## src/cpss_pkg.sv

```systemverilog
// shared types, constants and prefix helper functions for the cidr prefix set block
`timescale 1ns / 1ps
package cpss_pkg;

   // address space and limits
   localparam int unsigned PFX_MAX         = 128;
   localparam int unsigned V4_BASE         = 96;
   localparam int unsigned V4_BITS         = 32;
   localparam int unsigned RESULT_LIMIT    = 32;
   localparam int unsigned TABLE_DEPTH_DEF = 32;

   // port widths
   localparam int unsigned DATA_BITS     = 136;
   localparam int unsigned IN_USER_BITS  = 3;
   localparam int unsigned OUT_USER_BITS = 4;

   typedef logic [PFX_MAX-1:0] net_type;
   typedef logic [7:0]         len_type;

   typedef struct packed {
      net_type net;
      len_type len;
   } entry_type;

   typedef enum logic [1:0] {
      OP_INCLUDE  = 2'd0,
      OP_EXCLUDE  = 2'd1,
      OP_FINISH   = 2'd2,
      OP_RESERVED = 2'd3
   } op_type;

   typedef enum logic [1:0] {
      ST_OK       = 2'd0,
      ST_FAMILY   = 2'd1,
      ST_OVERFLOW = 2'd2,
      ST_BAD_V4   = 2'd3
   } status_type;

   typedef enum logic [1:0] {
      FAM_NONE = 2'd0,
      FAM_V4   = 2'd1,
      FAM_V6   = 2'd2
   } fam_type;

   // source of a table write
   typedef enum logic [1:0] {
      WR_NONE  = 2'd0,
      WR_ENTRY = 2'd1,
      WR_ITEM  = 2'd2,
      WR_PIECE = 2'd3
   } wr_type;

   // kind of result loaded into the output register
   typedef enum logic [1:0] {
      OUT_NONE   = 2'd0,
      OUT_RESULT = 2'd1,
      OUT_ENTRY  = 2'd2,
      OUT_EMPTY  = 2'd3
   } out_type;

   // controller to datapath
   typedef struct packed {
      logic    load_item;
      logic    decide;
      logic    clr_scan;
      logic    scan_acc;
      logic    clr_ridx;
      logic    inc_ridx;
      logic    clr_wcnt;
      logic    lvl_from_xlen;
      logic    lvl_from_entry;
      logic    lvl_inc;
      logic    lvl_dec;
      logic    shrink;
      logic    set_ins;
      logic    commit;
      logic    fin_clear;
      wr_type  wr_sel;
      out_type out_sel;
   } cmd_type;

   // datapath to controller
   typedef struct packed {
      op_type op;
      logic   bad_v4;
      logic   fam_bad;
      logic   scan_end;
      logic   hit;
      logic   cover_x_e;
      logic   cover_e_x;
      logic   ins;
      logic   x_before_e;
      logic   sib_at_lvl;
      logic   lvl_above_xlen;
      logic   lvl_at_base;
      logic   xbit_at_lvl;
      logic   out_free;
      logic   fin_last;
      logic   cnt_zero;
   } stat_type;

   // network mask of a prefix length, all ones from 128 up
   function automatic net_type pfx_mask(input len_type len);
      return ~(net_type'('1) >> len);
   endfunction

   // single bit at prefix position len (1 is the top bit), zero for len 0
   function automatic net_type bit_mask(input len_type len);
      return net_type'(1) << (len_type'(PFX_MAX) - len);
   endfunction

   function automatic logic covers(input entry_type a, input entry_type b);
      return (a.len <= b.len) && ((b.net & pfx_mask(a.len)) == a.net);
   endfunction

   // e is the sibling of the ancestor of x at e's length
   function automatic logic path_sibling(input entry_type x, input entry_type e);
      return (e.len != '0) && (e.len <= x.len) &&
             (((x.net & pfx_mask(e.len)) ^ bit_mask(e.len)) == e.net);
   endfunction

   function automatic logic bit_at(input net_type net, input len_type len);
      return |(net & bit_mask(len));
   endfunction

   // sort order: network, then length
   function automatic logic sorts_before(input entry_type a, input entry_type b);
      return {a.net, a.len} < {b.net, b.len};
   endfunction

   // split piece off the path to x at length len
   function automatic entry_type piece(input entry_type x, input len_type len);
      entry_type p;
      p.net = (x.net & pfx_mask(len)) ^ bit_mask(len);
      p.len = len;
      return p;
   endfunction

endpackage

```

## src/cpss_ctrl.sv

```systemverilog
// sequencing state machine for include, exclude and finish transactions
`timescale 1ns / 1ps
module cpss_ctrl (
   input  logic               clock,
   input  logic               reset,
   input  logic               req_tvalid,
   output logic               req_tready,
   input  cpss_pkg::stat_type stat,
   output cpss_pkg::cmd_type  cmd
);

   typedef enum logic [13:0] {
      S_IDLE     = 14'b00000000000001,
      S_DECODE   = 14'b00000000000010,
      S_RESULT   = 14'b00000000000100,
      S_INC_RD   = 14'b00000000001000,
      S_INC_USE  = 14'b00000000010000,
      S_WALK     = 14'b00000000100000,
      S_INSW_RD  = 14'b00000001000000,
      S_INSW_USE = 14'b00000010000000,
      S_EXC_RD   = 14'b00000100000000,
      S_EXC_USE  = 14'b00001000000000,
      S_EXC_LO   = 14'b00010000000000,
      S_EXC_HI   = 14'b00100000000000,
      S_FIN_RD   = 14'b01000000000000,
      S_FIN_USE  = 14'b10000000000000
   } state_type;

   state_type state_ff;
   state_type state_in;

   // next state and command decode
   always_comb begin
      state_in   = state_ff;
      cmd        = '0;
      req_tready = 1'b0;
      unique case (state_ff)
         S_IDLE: begin
            req_tready = 1'b1;
            if (req_tvalid) begin
               cmd.load_item = 1'b1;
               state_in      = S_DECODE;
            end
         end
         S_DECODE: begin
            unique case (stat.op)
               cpss_pkg::OP_RESERVED: begin
                  state_in = S_IDLE;
               end
               cpss_pkg::OP_FINISH: begin
                  cmd.clr_ridx = 1'b1;
                  state_in     = S_FIN_RD;
               end
               cpss_pkg::OP_INCLUDE, cpss_pkg::OP_EXCLUDE: begin
                  cmd.decide   = 1'b1;
                  cmd.clr_ridx = 1'b1;
                  cmd.clr_scan = 1'b1;
                  cmd.clr_wcnt = 1'b1;
                  priority if (stat.bad_v4 || stat.fam_bad) begin
                     state_in = S_RESULT;
                  end else if (stat.op == cpss_pkg::OP_INCLUDE) begin
                     state_in = S_INC_RD;
                  end else begin
                     state_in = S_EXC_RD;
                  end
               end
               default: state_in = S_IDLE;
            endcase
         end
         S_RESULT: begin
            if (stat.out_free) begin
               cmd.out_sel = cpss_pkg::OUT_RESULT;
               state_in    = S_IDLE;
            end
         end
         // include: look for a covering entry and siblings on the path
         S_INC_RD: begin
            priority if (!stat.scan_end) begin
               state_in = S_INC_USE;
            end else if (stat.hit) begin
               state_in = S_RESULT;
            end else begin
               cmd.lvl_from_xlen = 1'b1;
               state_in          = S_WALK;
            end
         end
         S_INC_USE: begin
            cmd.scan_acc = 1'b1;
            cmd.inc_ridx = 1'b1;
            state_in     = S_INC_RD;
         end
         // climb while the sibling at this level is present
         S_WALK: begin
            if (stat.sib_at_lvl) begin
               cmd.lvl_dec = 1'b1;
            end else begin
               cmd.shrink   = 1'b1;
               cmd.clr_ridx = 1'b1;
               state_in     = S_INSW_RD;
            end
         end
         // include: rewrite table with the merged prefix in order
         S_INSW_RD: begin
            if (stat.scan_end) begin
               if (!stat.ins) begin
                  cmd.wr_sel = cpss_pkg::WR_ITEM;
               end
               cmd.commit = 1'b1;
               state_in   = S_RESULT;
            end else begin
               state_in = S_INSW_USE;
            end
         end
         S_INSW_USE: begin
            priority if (stat.cover_x_e) begin
               cmd.inc_ridx = 1'b1;
               state_in     = S_INSW_RD;
            end else if (!stat.ins && stat.x_before_e) begin
               cmd.wr_sel  = cpss_pkg::WR_ITEM;
               cmd.set_ins = 1'b1;
            end else begin
               cmd.wr_sel   = cpss_pkg::WR_ENTRY;
               cmd.inc_ridx = 1'b1;
               state_in     = S_INSW_RD;
            end
         end
         // exclude: drop covered entries, split the covering one
         S_EXC_RD: begin
            if (stat.scan_end) begin
               cmd.commit = 1'b1;
               state_in   = S_RESULT;
            end else begin
               state_in = S_EXC_USE;
            end
         end
         S_EXC_USE: begin
            cmd.inc_ridx = 1'b1;
            priority if (stat.cover_x_e) begin
               state_in = S_EXC_RD;
            end else if (stat.cover_e_x) begin
               cmd.lvl_from_entry = 1'b1;
               state_in           = S_EXC_LO;
            end else begin
               cmd.wr_sel = cpss_pkg::WR_ENTRY;
               state_in   = S_EXC_RD;
            end
         end
         // pieces below the excluded range, shortest first
         S_EXC_LO: begin
            if (stat.lvl_above_xlen) begin
               cmd.lvl_from_xlen = 1'b1;
               state_in          = S_EXC_HI;
            end else begin
               if (stat.xbit_at_lvl) begin
                  cmd.wr_sel = cpss_pkg::WR_PIECE;
               end
               cmd.lvl_inc = 1'b1;
            end
         end
         // pieces above the excluded range, longest first
         S_EXC_HI: begin
            if (stat.lvl_at_base) begin
               state_in = S_EXC_RD;
            end else begin
               if (!stat.xbit_at_lvl) begin
                  cmd.wr_sel = cpss_pkg::WR_PIECE;
               end
               cmd.lvl_dec = 1'b1;
            end
         end
         // finish: stream the sorted table out
         S_FIN_RD: begin
            if (stat.cnt_zero) begin
               if (stat.out_free) begin
                  cmd.out_sel   = cpss_pkg::OUT_EMPTY;
                  cmd.fin_clear = 1'b1;
                  state_in      = S_IDLE;
               end
            end else begin
               state_in = S_FIN_USE;
            end
         end
         S_FIN_USE: begin
            if (stat.out_free) begin
               cmd.out_sel  = cpss_pkg::OUT_ENTRY;
               cmd.inc_ridx = 1'b1;
               if (stat.fin_last) begin
                  cmd.fin_clear = 1'b1;
                  state_in      = S_IDLE;
               end else begin
                  state_in = S_FIN_RD;
               end
            end
         end
         default: state_in = S_IDLE;
      endcase
   end

   // state register
   always_ff @(posedge clock) begin
      if (reset) begin
         state_ff <= S_IDLE;
      end else begin
         state_ff <= state_in;
      end
   end

endmodule

```

## config.mk

```make
export PLATFORM = sky130hd
export DESIGN_NAME = cpss_ctrl
export DESIGN_NICKNAME = d
export VERILOG_FILES = /design/src/cpss_pkg.sv /design/src/cpss_ctrl.sv
export SDC_FILE = /design/constraint.sdc
export NUM_CORES = 1
export LEC_CHECK = 0
export BUFFER_PORTS_ARGS = -buffer_cell sky130_fd_sc_hd__buf_4
export CAP_MARGIN = 20
export CORE_MARGIN = 5
export CORE_UTILIZATION = 40
export CTS_BUF_LIST = sky130_fd_sc_hd__clkbuf_8 sky130_fd_sc_hd__clkbuf_16
export CTS_CLUSTER_DIAMETER = 100
export DETAILED_ROUTE_END_ITERATION = 10
export PLACE_DENSITY = 0.65
export SLEW_MARGIN = 20
export SYNTH_ARGS = -nofsm -noshare
export SYNTH_HDL_FRONTEND = slang
export SYNTH_SLANG_ARGS = --single-unit
export TNS_END_PERCENT = 100
```

## constraint.sdc

```tcl
create_clock -name clock -period 3.5 [get_ports clock]
set_clock_uncertainty 0.2 [all_clocks]
set_input_delay 0.525 -clock clock [delete_from_list [all_inputs] [get_ports clock]]
set_output_delay 0.525 -clock clock [all_outputs]
set_load 0.1 [all_outputs]
```

# Word level (Yosys, flattened, before mapping)
# Index checks and enable logic that the tools add are counted.
# Widths: inputs -> output; s select.
classes:
  mux: 73
  reduce_logical: 9
  n_eq_ne: 23
ops:
  columns: ["operator", "n"]
  rows:
  - ["$pmux 14 s14", 1]
  - ["$mux 14", 12]
  - ["$pmux 14 s3", 1]
  - ["$mux 1", 33]
  - ["$mux 2", 13]
  - ["$eq 14x1->1 const B", 1]
  - ["$eq 14x10->1 const B", 1]
  - ["$eq 14x11->1 const B", 1]
  - ["$eq 14x12->1 const B", 1]
  - ["$eq 14x13->1 const B", 1]
  - ["$eq 14x14->1 const B", 1]
  - ["$eq 14x2->1 const B", 1]
  - ["$eq 14x3->1 const B", 1]
  - ["$eq 14x4->1 const B", 1]
  - ["$eq 14x5->1 const B", 1]
  - ["$eq 14x6->1 const B", 1]
  - ["$eq 14x7->1 const B", 1]
  - ["$eq 14x8->1 const B", 1]
  - ["$eq 14x9->1 const B", 1]
  - ["$mux 13", 1]
  - ["$mux 11", 1]
  - ["$mux 10", 1]
  - ["$ne 2x2->1 const B", 5]
  - ["$pmux 2 s5", 1]
  - ["other kinds (16)", 22]
totals:
  wordCells: 106
  inputBits: 20
  register_bits: 14
  out_inout_bits: 20

# Logic depth before layout (Yosys ltp)
depth:
  depth_word: 5
  ltp_mapped: 8
  mapped_depth_nobuf: 7

# Worst setup path after synthesis
# No wires, ideal clock.
synth_timing:
  kind: "register -> output"
  from: "reg state_ff[1]"
  to: "out cmd[3] in the netlist's numbering"
  required_ps: 2775
  setup_slack_ps: -1970
  arrival_ps: 4745
  path_buffers: 2
  path_stages_with_launch: 7
  cell_sequence: "dfxtp_1 buf_6 or4_4 buf_6 nor2_1 nand4b_1 o311ai_0"
synth_lines:
  columns: ["element", "line", "text"]
  rows:
  - ["start: declaration", "cpss_ctrl.sv:29", "state_type state_ff;"]
  - ["start signal: assignment", "cpss_ctrl.sv:204", "state_ff <= state_in;"]
  - ["end: declaration", "cpss_ctrl.sv:9", "output cpss_pkg::cmd_type cmd"]

==> flow_summary_export.csv <==
group,metric,value,unit
placement,port_buffers,39,
yosys,synth.top_cell.area_share,22.47,%
timing,fin_setup_tns,0,ns
worst_setup_path,cp.required,2.77,ns
yosys,yosysTopAreaCell,"dfxtp_1",
yosys,synthMuxAreaShare,0,%
drt,dr.pass1.iters,4,
timing,setup_viol,0,
finish,utilization,52.98,%
cts,clkSinkCount,14,
yosys,synth_top_family_by_area,"simple AND/OR/NAND/NOR gates",
drt,first_iter_violations,94,
drt,drt-total-wl,3889,um
timing,hold_viol_final,0,
drt,vias_per_cell,5.830,
yosys,syn_avg_cell_area,7.211,um^2
floorplanning,num_io_pins,40,
finish,antenna_cells,0,
worst_setup_path,crit_type,"reg -> out",
worst_setup_path,crit_path_max_incr_delay,0.67,ns
outcome,status,"completed",
floorplanning,initial_core_util,41.20,%
cts,path_clk_slew,0.06,ns
worst_hold_path,hp-start,"stat[12]",
worst_setup_path,startpoint_type,"flop",
timing,tightest_slew,0.6800,ns
yosys,synth_cell_type_count,49,
timing,slew_headroom,54.25,%
yosys,synth-edff-count,0,
floorplanning,die_w,65.85,um
pwr,power.total,455.2,uW
finish,top_regs,"state_ff (14)",
grt,grt_use_total,18.80,%
worst_hold_path,min_path_type,"in -> reg",
pwr,ir_worst_vdd,0.1728,mV
cts,postCtsSetupRepairBufs,0,
worst_setup_path,cp_cell_sequence,"or4_1 > nor3_2 > and4b_1 > nand3b_1 > o21ai_2 > buf_4",
timing,rsz0062_at_grt,"no",
worst_setup_path,worstReg2RegEnd,"state_ff[8]$_SDFFE_PP0P_",
finish,largest_reg_flops,14,
grt,grt_overflow_total,0,
cts,cts_buffers,3,
cts,ctsHtreeMaxLevel,1,
finish,nNetsFinal,224,
worst_setup_path,timing.rr.start,"state_ff[6]$_SDFFE_PP0P_",
yosys,synth-seq-area-share,22.47,%
cts,cts_tree,"done",
yosys,syn_nets,193,
yosys,yosysWarnings,0,
finish,area_growth,28.59,%
drt,ant_nets,0,
job,maxCapViolations,0,
placement,placed_area,0.001549,mm^2
yosys,synth_xor_area_share,3.511,%
finish,final_cell_mix,"buf_4 (40), nor2_1 (21), nand2_1 (15)",
timing,period_minus_slack,3.280,ns
yosys,synth_fa_ha_area_share,0,%
worst_setup_path,reg2reg_depth,6,
yosys,ys_seq_elements,14,
grt,grt_antenna_before_repair,0,
pwr,power_leakage,0.7099,nW
yosys,synthFlopType,"dfxtp_1",
drt,wl_per_cell,15.74,um
worst_hold_path,hold_end,"state_ff[4]$_SDFFE_PP0P_",
cts,insertion_delay,0.25,ns
yosys,synthCells,173,
worst_hold_path,hold_depth,2,
finish,final_area,0.001604,mm^2
cts,clockBufferDepth,2,
worst_setup_path,critPathMaxFanout,8,
worst_setup_path,reg2reg_setup_slack,0.77,ns
drt,drc,0,
timing,fmax,304.9,MHz
placement,dp_slack,0.5331,ns
timing,slew_violations,0,
grt,grt_pass1_wl,6396,um
finish,regMostFlops,"state_ff",
cts,cts_resized,0,
yosys,synthSimpleGateAreaFrac,47.84,%
timing,fin_crit_sh,93.70,%
worst_setup_path,cp-end-kind,"output port",
cts,cts_hold_buffers,0,
yosys,postSynth.asyncResetShare,0,%
placement,routabilityCongestion,0.8897,
grt,grt_pass1_vias,1391,
floorplanning,core_area,0.003028,mm^2
floorplanning,die-area,0.004336,mm^2
yosys,synth_area,0.001247,mm^2
yosys,synthTopCellsByArea,"dfxtp_1 (22%), nor2_1 (6.6%), nand2_1 (4.5%), nor4_1 (3.5%), a31oi_1 (3.0%)",
drt,vias,1440,
finish,drive_gt1_share,29.06,%
yosys,synth_compound_area_share,17.65,%
grt,grt_max_degree,12,
placement,dpl.hpwl,3138,um
worst_setup_path,cpMaxStageDelayCell,"or4_1",
worst_setup_path,cp_data_arrival_time,2.55,ns
pwr,p_per_area,283.8,mW/mm^2
floorplanning,die-height,65.85,um
timing,setup_ws,0.2205,ns
floorplanning,rows,20,
cts,clockRootBuffer,"clkbuf_8",
finish,final_common_cell,"buf_4",
-- worst max path at each step --
stage                              start  slack (ns)  endpoint  depth (start not counted)
3_3_place_gp   state_ff[10]$_SDFFE_PP0P_        0.57   cmd[11]                          6
2_1_floorplan   state_ff[1]$_SDFFE_PP0P_       -0.30    cmd[1]                          5
3_5_place_dp   state_ff[10]$_SDFFE_PP0P_        0.53   cmd[11]                          6
4_1_cts        state_ff[10]$_SDFFE_PP0P_        0.24   cmd[11]                          6
6_report       state_ff[10]$_SDFFE_PP0P_        0.22   cmd[11]                          6
5_1_grt        state_ff[10]$_SDFFE_PP0P_        0.12   cmd[11]                          6
-- metal layers --
metal	part of all wire (%)	global-route usage [%]	wire length (um)
met1	42	24.36	1635
met5	0	0	0
met2	47	29.79	1847
met4	2.1	8.549	81
met3	8.3	3.741	323
-- synth_stat cells (2+ instances only) --
cell / count
nor3_1: 5
clkbuf_1: 5
o32a_1: 2
buf_6: 2
and3_1: 3
a21oi_1: 7
nand4b_1: 3
nor4_1: 7
and4b_1: 2
nand4_1: 2
nand2_1: 15
nor4b_1: 3
o21ai_0: 6
nand3b_1: 4
buf_4: 2
nor3b_1: 2
inv_1: 7
or3_1: 2
nand2b_1: 3
a31oi_1: 6
nor2_1: 22
nor2b_1: 6
buf_2: 4
xnor2_1: 2
or4_1: 5
or4_4: 2
dfxtp_1: 14
nand3_1: 6
and2_1: 2
xor2_1: 3
-- per-stage QoR --
step	hold WS, ns	instances
after floorplan	0.3755	173
final	0.3142	247
after global placement	0.4164	243
after global routing	0.3201	247
after detailed placement	0.4173	243
after CTS	0.3128	247
-- area by class of cell --
| class | count | area [um^2] |
|---|---|---|
| Clock buffer | 4 | 55.05 |
| Fill cell | 315 | 1424 |
| Inverter | 7 | 26.28 |
| Multi-Input combinational cell | 138 | 887.1 |
| Sequential cell | 14 | 280.3 |
| Tap cell | 44 | 55.05 |
| Timing Repair Buffer | 40 | 300.3 |
-- logic make-up after synthesis --
kind of cell	count (synthesis)
AOI/OAI and AO/OA	32
xor gates and xnor gates	5
DFF	14
buffers and inverters	21
and+or+nand+nor	101
-- worst max-delay path, delay by kind of cell, from the launching register on --
| kind | cells | cell delay, ns |
|---|---|---|
| AOI/OAI and AO/OA | 1 | 0.09 |
| buffers and inverters | 1 | 0.30 |
| DFF | 1 | 0.36 |
| and+or+nand+nor | 4 | 1.55 |
-- power breakdown --
part	leakage [nW]	switching (mW)	internal (mW)
Sequential	0.113	0.00557	0.162
Combinational	0.568	0.0798	0.0456
Clock	0.0288	0.0623	0.0998
(Power assumes the default switching activity.)
